`src/rtl/altl_pkg.sv`:
```
package altl_pkg;

	// squared difference axis select
	typedef enum logic [1:0] {
		AXIS_X = 2'd0,
		AXIS_Y = 2'd1,
		AXIS_Z = 2'd2
	} axis_t;

	localparam logic [31:0] LEN_MAX    = 32'hFFFF_FFFF;
	localparam logic [16:0] FACTOR_ONE = 17'h1_0000;

	// controller to datapath
	typedef struct packed {
		logic  capture;
		logic  sq_en;
		axis_t sq_sel;
		logic  sqrt_start;
		logic  load_fin;
		logic  scan_step;
		logic  div_frac_start;
		logic  div_key_start;
		logic  frac_take;
		logic  frac_zero;
		logic  key_take;
		logic  past_end;
		logic  query_fin;
	} cmd_t;

	// datapath to controller
	typedef struct packed {
		logic req_query;
		logic idx_zero;
		logic over;
		logic sqrt_done;
		logic div_done;
		logic hit;
		logic last;
		logic need_div;
		logic out_free;
	} sts_t;

endpackage

```
`src/rtl/altl_ctrl.sv`:
```
module altl_ctrl (
	input  logic           clk,
	input  logic           arst_n,
	input  logic           in_valid,
	output logic           in_ready,
	input  altl_pkg::sts_t sts,
	output altl_pkg::cmd_t cmd
);

	typedef enum logic [13:0] {
		S_IDLE    = 14'h0001,
		S_SQ0     = 14'h0002,
		S_SQ1     = 14'h0004,
		S_SQ2     = 14'h0008,
		S_SQGO    = 14'h0010,
		S_SQRT    = 14'h0020,
		S_LFIN    = 14'h0040,
		S_QRD     = 14'h0080,
		S_QCMP    = 14'h0100,
		S_DIVF_GO = 14'h0200,
		S_DIVF    = 14'h0400,
		S_DIVK_GO = 14'h0800,
		S_DIVK    = 14'h1000,
		S_QFIN    = 14'h2000
	} state_t;

	state_t state_q, state_d;

	always_comb begin
		state_d = state_q;
		cmd     = '0;
		unique case (state_q)
			S_IDLE: begin
				if (in_valid) begin
					cmd.capture = 1'b1;
					state_d     = sts.req_query ? S_QRD : S_SQ0;
				end
			end
			// squared distance, one axis per cycle
			S_SQ0: begin
				if (sts.idx_zero) begin
					state_d = S_LFIN;
				end else begin
					cmd.sq_en  = 1'b1;
					cmd.sq_sel = altl_pkg::AXIS_X;
					state_d    = S_SQ1;
				end
			end
			S_SQ1: begin
				cmd.sq_en  = 1'b1;
				cmd.sq_sel = altl_pkg::AXIS_Y;
				state_d    = S_SQ2;
			end
			S_SQ2: begin
				cmd.sq_en  = 1'b1;
				cmd.sq_sel = altl_pkg::AXIS_Z;
				state_d    = S_SQGO;
			end
			S_SQGO: begin
				if (sts.over) begin
					state_d = S_LFIN;
				end else begin
					cmd.sqrt_start = 1'b1;
					state_d        = S_SQRT;
				end
			end
			S_SQRT: begin
				if (sts.sqrt_done)
					state_d = S_LFIN;
			end
			S_LFIN: begin
				if (sts.out_free) begin
					cmd.load_fin = 1'b1;
					state_d      = S_IDLE;
				end
			end
			// linear search, read then compare
			S_QRD: begin
				state_d = S_QCMP;
			end
			S_QCMP: begin
				if (sts.hit) begin
					if (sts.need_div) begin
						state_d = S_DIVF_GO;
					end else begin
						cmd.frac_zero = 1'b1;
						state_d       = S_DIVK_GO;
					end
				end else if (sts.last) begin
					cmd.past_end = 1'b1;
					state_d      = S_QFIN;
				end else begin
					cmd.scan_step = 1'b1;
					state_d       = S_QRD;
				end
			end
			S_DIVF_GO: begin
				cmd.div_frac_start = 1'b1;
				state_d            = S_DIVF;
			end
			S_DIVF: begin
				if (sts.div_done) begin
					cmd.frac_take = 1'b1;
					state_d       = S_DIVK_GO;
				end
			end
			S_DIVK_GO: begin
				cmd.div_key_start = 1'b1;
				state_d           = S_DIVK;
			end
			S_DIVK: begin
				if (sts.div_done) begin
					cmd.key_take = 1'b1;
					state_d      = S_QFIN;
				end
			end
			S_QFIN: begin
				if (sts.out_free) begin
					cmd.query_fin = 1'b1;
					state_d       = S_IDLE;
				end
			end
			default: begin
				state_d = S_IDLE;
			end
		endcase
	end

	always_ff @(posedge clk or negedge arst_n) begin
		if (!arst_n)
			state_q <= S_IDLE;
		else
			state_q <= state_d;
	end

	assign in_ready = state_q == S_IDLE;

	a_sqrt_nonzero: assert property (@(posedge clk) disable iff (!arst_n)
		cmd.sqrt_start |-> !sts.idx_zero && !sts.over)
		else $error("square root started on a restart or overflow");

	a_capture_leaves: assert property (@(posedge clk) disable iff (!arst_n)
		cmd.capture |=> state_q != S_IDLE)
		else $error("captured item left no work");

	a_one_start: assert property (@(posedge clk) disable iff (!arst_n)
		!(cmd.div_frac_start && cmd.div_key_start))
		else $error("two divider starts at once");

endmodule

```
`config.mk`:
```
export PLATFORM = sky130hd
export DESIGN_NAME = altl_ctrl
export DESIGN_NICKNAME = d
export VERILOG_FILES = /design/src/rtl/altl_pkg.sv /design/src/rtl/altl_ctrl.sv
export SDC_FILE = /design/constraint.sdc
export NUM_CORES = 1
export LEC_CHECK = 0
export ABC_AREA = 1
export BUFFER_PORTS_ARGS = -buffer_cell sky130_fd_sc_hd__buf_2
export CORE_UTILIZATION = 32
export DETAILED_ROUTE_END_ITERATION = 8
export PLACE_DENSITY = 0.59
export SLEW_MARGIN = 25
export SYNTH_ARGS = -nofsm -noshare
export SYNTH_HDL_FRONTEND = slang
export SYNTH_SLANG_ARGS = --single-unit
```
`constraint.sdc`:
```
create_clock -name clk -period 1.64 [get_ports clk]
set_input_delay 0 -clock clk [delete_from_list [all_inputs] [get_ports clk]]
set_output_delay 0 -clock clk [all_outputs]
set_load 0.005 [all_outputs]
```
# Yosys cells after proc, flatten, opt, wreduce, memory -nomap -nowiden
# Index checks and enable logic that the tools add are counted.
[classes]
n_eq_ne = 19
muxes = 35
n_reduce_logical = 2
[op_table]
columns = ["operator", "n"]
rows = [
  ["14-bit one-hot mux with 13 select lines", 1],
  ["14-bit 2-to-1 mux", 7],
  ["1-bit 2-to-1 mux", 21],
  ["14-bit by 1-bit equality test with 1-bit output (second input constant)", 1],
  ["14-bit by 10-bit equality test with 1-bit output (second input constant)", 1],
  ["14-bit by 11-bit equality test with 1-bit output (second input constant)", 1],
  ["14-bit by 12-bit equality test with 1-bit output (second input constant)", 1],
  ["14-bit by 13-bit equality test with 1-bit output (second input constant)", 1],
  ["14-bit equality test (second input constant)", 1],
  ["14-bit by 2-bit equality test with 1-bit output (second input constant)", 1],
  ["14-bit by 3-bit equality test with 1-bit output (second input constant)", 1],
  ["14-bit by 4-bit equality test with 1-bit output (second input constant)", 1],
  ["14-bit by 5-bit equality test with 1-bit output (second input constant)", 1],
  ["14-bit by 6-bit equality test with 1-bit output (second input constant)", 1],
  ["14-bit by 7-bit equality test with 1-bit output (second input constant)", 1],
  ["14-bit by 8-bit equality test with 1-bit output (second input constant)", 1],
  ["14-bit by 9-bit equality test with 1-bit output (second input constant)", 1],
  ["7-bit 2-to-1 mux", 2],
  ["12-bit 2-to-1 mux", 1],
  ["3-bit one-hot mux with 3 select lines", 1],
  ["8-bit 2-to-1 mux", 1],
  ["2-bit != test (second input constant)", 4],
  ["5-bit AND reduction", 1],
  ["3-bit 2-to-1 mux", 1],
  ["2 further kinds", 2],
]
[totals]
regBits = 14
input_bits = 12
output_inout_bits = 15
elab_cells = 57

# Longest topological paths before layout
# Gate-level depths: netlist of run 1.
[logic_depth]
ltp_word = 4
ltp_mapped = 11
ltp_nobuf = 11

# Least setup slack after synthesis of run 1
# No wires, ideal clock.
[synth_path]
path_type = "register to register"
startpoint = "register state_q[4]"
endpoint = "register state_q[6]"
setup_time_ns = 0.118
t_arrival_ns = 1.296
required_time_ns = 1.522
slack_ns = 0.226
stages_incl_launch_ff = 11
path_buffers = 0
synth_period_minus_slack_ns = 1.414
cell_sequence = "dfrtp_1 > nor2_2 > nand2_2 > nor2_8 > nand2_2 > nand2_1 > nand2_2 > nand2_4 > inv_4 > nand2_1 > o21ai_2"
[synth_via]
elab_chain_len = 4
word_cells_on_any_way = 22
classes_between = "eq/ne (19); mux (1); reduce/logical (2)"
[synth_rtl]
columns = ["item", "line", "rtl"]
rows = [
  ["start: declaration", "altl_ctrl.sv:27", "state_t state_q, state_d;"],
  ["start signal: assignment", "altl_ctrl.sv:133", "state_q <= state_d;"],
  ["14-bit equality test / 14-bit by 7-bit equality test with 1-bit output (equally long branches)", "altl_ctrl.sv:32", "unique case (state_q)"],
  ["2-bit OR reduction (no line)", "n/a", ""],
  ["2-bit by 1-bit != test with 1-bit output (no line)", "n/a", ""],
  ["5-bit AND reduction (no line)", "n/a", ""],
]
# Several ways; a longest one is shown, not always the timed one.
# A chain may end at the register's enable or synchronous reset.

==> flow_summary.ini, run 1 <==
[yosys]
syn_area_per_cell_um2 = 6.92
synth_compound_area_share_pct = 6.89
ys_seq_area_share_pct = 34.6
synth_area_leaders = dfrtp_1 32%, nor2_1 11%, nand2_1 10%, inv_1 9.6%, nand3_1 5.9%
synth.mux.area_fraction_pct = 0
synthXorXnorAreaFrac_pct = 0
synth_edf_count = 0
ys.flop_type = dfrtp_1
synth_commonest_cells = 29 x nor2_1, 27 x nand2_1, 26 x inv_1
synth-simple-area-share_pct = 48.3
syn_area_um2 = 1020
synth.most_common_cell = nor2_1
synth_top_area_share_pct = 32.0
yosys_warnings = 0
synth-seq-cells = 14
synth_fa_ha_area_share_pct = 0
ys_async_sr_fraction_pct = 100
yosys.cell_types.count = 23
synth_top_cell_by_area = dfrtp_1
synth_top_family_by_area = simple AND/OR/NAND/NOR gates
synth_cells = 147
synth_fp_nets = 159

[floorplan]
coreArea_um2 = 3030
dieHeight_um = 58.4
io_pins = 27
die_w_um = 58.4
initial_utilization_pct = 33.6
rows = 20
die-area_um2 = 3410

[global_routing]
met1_usage_pct = 21.2
grt_pass1_vias = 971
gr-usage-all-layers_pct = 16.8
use_met2_pct = 29.6
antenna_found_initial = 0
grt_first_pass_wirelength_um = 4280
grt_max_degree = 15
grt_overflow = 0
grtUsageMet3_pct = 2.64
gr-max-usage-layer = met2

[worst_setup_path]
cp_top_family = simple AND/OR/NAND/NOR gates
max_stage_delay_ns = 0.41
worstSetupPathType = reg -> out
critPathMostFrequentCell = buf_2
cp.arrival_ns = 1.64
path_max_fanout = 4
path_buf_inv = 3
critPathCaptureType = output port
worstSetupStartpointType = register
crit_chain = nor2_2, inv_1, nor2_4, buf_2, nand2_1, nor3_2, buf_2
slowest_stage = dfrtp_1
worstPathRequired_ns = 1.64

[power]
p_per_area_nw_per_um2 = 1390
p_leak_nw = 0.889
combPwrFrac_pct = 68.3
p_int_w = 0.00123
p_sw_w = 0.00110
clkPwrFrac_pct = 11.2
finalPower_w = 0.00233
vdd_drop_max_uv = 541
switching_share_pct = 47.2
pwr-share-seq_pct = 20.5

[routing]
antenna_left = 0
vias = 1170
dr.pass1.iters = 4
vias_per_cell = 4.62
routed_wl_um = 3140
drc = 0
wl_per_cell_um = 12.4
first_iter_violations = 39

[sta]
setup_violations = 1
slew_violations = 0
fin_crit_ns = 1.64
tns_ns = -0.00280
max_clock_freq_mhz = 609
worst_slack_ns = -0.00280
worst_slew_pin_slew_ns = 0.347
fin_skew_ns = 0.00565
hold_viol = 0
fin_crit_sh_pct = 100
relSlewSlack_pct = 76.9
rsz0062_at_grt = yes

[place]
dpl.hpwl_um = 2070
placed_cell_area_um2 = 1220
place_congestion = 0.822
port_buffers = 26
dp.cells = 220

[layout]
syn_to_final_growth_pct = 64.7
layout.cells.non_filler = 253
largest_reg_flops = 14
largest_registers = state_q (14)
drive_gt1_share_pct = 49.8
fin_nets = 222
regMostFlops = state_q
n_antenna_cell = 0
fin_area_um2 = 1680

[clock_network]
clkTransAtPathRegs_ns = 0.09
cts_buffer_depth = 2
cts_max_level = 1
cts.root.buffer_cell = clkbuf_4
cts_tree = done
cts_buffers = 3
cts.sinks = 14
worst_skew_pair.late_latency_ns = 0.29

[run]
drv_cap = 0

[status]
violations = setup timing
status = finished, violations left

[min_path]
min_path_type = in -> reg
[area by class of cell]
type	count	area [um2]
clock buffer	4	36.3
inverter	27	106
fill	287	1350
tap	44	55.1
multi-input combinational	106	721
sequential	14	353
timing repair buffer	58	404
[stage by stage]
| stage | hold slack, ns | util [%] | setup WS, ns |
|---|---|---|---|
| 6_report | 0.0211 | 55.3 | -0.00280 |
| 5_1_grt | 0.0349 | 55.3 | -0.0854 |
| 4_1_cts | 0.0218 | 45.5 | -0.0276 |
| 3_5_place_dp | -0.0747 | 40.5 | 0.0534 |
| 3_3_place_gp | -0.0810 | 40.5 | 0.0591 |
| 2_1_floorplan | -0.296 | - | 0.226 |
[logic make-up (layout without fill, tap and decap cells)]
group | Yosys count | after routing
flip-flops | 14 | 14
AO/OA/AOI/OAI | 11 | 11
AND/OR/NAND/NOR | 95 | 95
buffers and inverters | 27 | 89
[path summary, 6_finish.rpt]
check / slack (ns) / cells after the start / endpoint / start
setup / recovery: -0.003 / 7 / cmd[8] / state_q[13]
hold / removal: 0.02 / 4 / state_q[12] / sts[4]
setup reg to reg: 0.03 / 11 / state_q[6] / state_q[13]
hold reg to reg: 0.61 / 2 / state_q[10] / state_q[10]
max in group asynchronous: 1.20 / 2 / state_q[0] / arst_n
min in group asynchronous: 0.14 / 2 / state_q[5] / arst_n
[tightest hold or removal path: stages]
cell,delay (ns)
buf_2,0.07
inv_1,0.07
nand3_2,0.09
nand2_1,0.05
[metal layers]
layer,share of wire (%),wire length [um],vias to the layer above
met5,0,0,-
met1,41,1300,534
met2,51,1610,43
met4,1.9,60,0
met3,5.4,171,6
li1,-,-,587
[power groups by stage]
stage / Sequential [W] / Combinational [W] / Clock (W)
after floorplan: 0.000454 / 0.000704 / 0
after global placement: 0.000464 / 0.000941 / 0
after detailed placement: 0.000465 / 0.000946 / 0
after CTS: 0.000463 / 0.00106 / 0.000263
after global routing: 0.000483 / 0.00170 / 0.000281
final: 0.000478 / 0.00159 / 0.000261
[layout by cell type, fill, tap and decap left out, types with 4 or more instances in the layout]
| cell type | instances |
|---|---|
| buf_4 | 22 |
| dlygate4sd3_1 | 5 |
| nor2_1 | 20 |
| a21oi_1 | 4 |
| nand2_1 | 22 |
| buf_2 | 27 |
| nor2_4 | 7 |
| nor3_1 | 4 |
| nand2_2 | 7 |
| nor2_2 | 7 |
| dfrtp_1 | 12 |
| nand3_1 | 8 |
| inv_1 | 23 |
[timing repair]
action / CTS / global route
gates cloned: 0 / 1
setup endpoints to repair: 8 / 16
hold buffers: 5 / 0
gates resized for setup: 11 / 34
hold endpoints to repair: 18 / 0
buffers inserted: 4 / 19
pin swaps: 3 / 14
Note: power is estimated with default switching activity, not from simulation.
==> inputs of run 2 (changes only) <==
BUFFER_PORTS_ARGS = not set   (was -buffer_cell sky130_fd_sc_hd__buf_2)
DONT_BUFFER_PORTS = 1   (was not set)
PLACE_DENSITY = 0.52   (was 0.59)
REMOVE_ABC_BUFFERS = 1   (was not set)
==> run 2 against run 1 <==
The run now ends clean. Sequential power down 1%. Worst hold slack worse by 0.0096 ns. Core utilization down 8.3 points. Critical path depth up 4. Sequential cell count unchanged. Cell count down 13%. Critical path type is now reg -> reg. Largest power group unchanged. Highest routed layer unchanged.
==> flow_summary.ini, run 2 (same netlist as run 1, synthesis figures left out) <==
[global_routing]
grt_max_degree = 15
grt_overflow = 0
grt_first_pass_wirelength_um = 4620
gr-usage-all-layers_pct = 18.0
antenna_found_initial = 0
grt_pass1_vias = 1036

[place]
placed_cell_area_um2 = 1090
place_congestion = 0.913
dpl.hpwl_um = 2010
port_buffers = 0
dp_slack_ns = 0.0542

[routing]
dr.pass1.iters = 4
vias_per_cell = 4.75
routed_wl_um = 2860
antenna_left = 0
wl_met1_um = 1300
first_iter_violations = 32
topRoutingLayerUsed = met4
wl_per_cell_um = 13.1
route.met3.wl_um = 141
vias = 1040
met2_length_um = 1380
drc = 0

[floorplan]
die_w_um = 58.4
coreArea_um2 = 3030
initial_utilization_pct = 33.6
dieHeight_um = 58.4
die-area_um2 = 3410
rows = 20
io_pins = 27

[clock_network]
cts_max_level = 1
clkTransAtPathRegs_ns = 0.10
cts_buffers = 3
cts_buffer_depth = 2
cts.root.buffer_cell = clkbuf_4
cts_tree = done
worst_skew_pair.late_latency_ns = 0.28
cts.sinks = 14

[worst_setup_path]
path_max_fanout = 6
cp_top_family = simple AND/OR/NAND/NOR gates
slowest_stage = dfrtp_1
r2r_cells = 11
cp.arrival_ns = 1.77
critPathCaptureType = register
path_buf_inv = 2
path_depth = 11
worstPathRequired_ns = 1.82
crit_chain = nor2_2, nand2_2, buf_4, nor2_4, nand3_2, nand2_1, nor2_2, nand2_4, inv_4, nand2_1, o21ai_2
max_stage_delay_ns = 0.42
worstSetupStartpointType = register
worstSetupPathType = reg -> reg

[layout]
drive_gt1_share_pct = 34.9
largest_registers = state_q (14)
final_cell_mix = 25 x nand2_1, 24 x inv_1, 19 x nor2_1
finish.utilization_pct = 47.0
multi_input_area_um2 = 668
regArea_um2 = 354
n_antenna_cell = 0
final_common_cell = nand2_1
fin_nets = 188
num-fill-cells = 316
fin_area_um2 = 1420
regMostFlops = state_q
largest_reg_flops = 14
syn_to_final_growth_pct = 40.0

[power]
p_leak_nw = 0.708
pwr-share-seq_pct = 24.6
p_int_w = 0.00100
combPwrFrac_pct = 61.7
clkPwrFrac_pct = 13.7
vdd_drop_max_uv = 666
p_per_area_nw_per_um2 = 1350
switching_share_pct = 47.8
finalPower_w = 0.00192
p_sw_w = 0.000919

[sta]
worst_slew_pin_slew_ns = 0.699
fin_crit_ns = 1.59
fin_hold_ws_ns = 0.0116
relSlewSlack_pct = 53.2
max_clock_freq_mhz = 629
rsz0062_at_grt = yes
slew_violations = 0
setup_violations = 0
fin_crit_sh_pct = 97.0
fin_skew_ns = 0.00154
hold_viol = 0
worst_slack_ns = 0.0495

[min_path]
holdPathStages = 3
min_path_type = in -> reg

[status]
status = finished, final reports clean

[run]
drv_cap = 0
==> run 2: path summary, 6_finish.rpt <==
check / slack, ns / startpoint / end
min in group asynchronous: 0.19 / arst_n / state_q[11]
worst max-delay path: 0.05 / state_q[11] / state_q[6]
worst min register to register: 0.54 / state_q[2] / state_q[4]
worst min-delay path: 0.01 / sts[3] / state_q[13]
max in group asynchronous: 0.96 / arst_n / state_q[2]
worst max register to register: 0.05 / state_q[11] / state_q[6]
==> run 2: layout make-up <==
class | count | area share, %
well taps | 44 | 3.87
inverters | 27 | 7.29
repair buffers | 24 | 14.5
clock buffers | 4 | 2.55
flip-flops and latches | 14 | 24.9
multi-input cells | 106 | 46.9
==> run 2: worst reg2reg max path, cell delays in order (launching register included) <==
cell and delay (ns):
dfrtp_1 0.42, nor2_2 0.17, nand2_2 0.10, buf_4 0.17
nor2_4 0.11, nand3_2 0.10, nand2_1 0.09, nor2_2 0.05
nand2_4 0.10, inv_4 0.06, nand2_1 0.07, o21ai_2 0.05
==> run 2: repair_timing <==
| item | CTS | global route |
|---|---|---|
| endpoints found under the setup margin | 4 | 19 |
| pin swaps | 6 | 9 |
| cloned | 0 | 0 |
| gates resized for setup | 13 | 18 |
| hold endpoints to repair | 22 | 0 |
| hold buffers | 9 | 0 |
| buffers inserted | 8 | 5 |
==> run 2: layer usage <==
metal | global-route usage (%) | vias to the layer above
met3 | 4.40 | 6
met2 | 28.6 | 25
li1 | - | 515
met1 | 23.9 | 494
met5 | 0 | -
met4 | 6.12 | 0
==> run 2: through the flow <==
| stage | TNS (ns) | cells |
|---|---|---|
| after floorplan | 0 | 147 |
| after global placement | 0 | 193 |
| after detailed placement | 0 | 193 |
| after CTS | 0 | 214 |
| after global routing | -0.0926 | 219 |
| final | 0 | 219 |
==> run 2: power groups by stage <==
stage / Combinational (W) / Clock [W] / Sequential [W]
after global routing: 0.00133 / 0.000284 / 0.000479
after floorplan: 0.000704 / 0 / 0.000454
final: 0.00119 / 0.000264 / 0.000472
after CTS: 0.00109 / 0.000266 / 0.000470
after global placement: 0.000833 / 0 / 0.000468
after detailed placement: 0.000830 / 0 / 0.000468
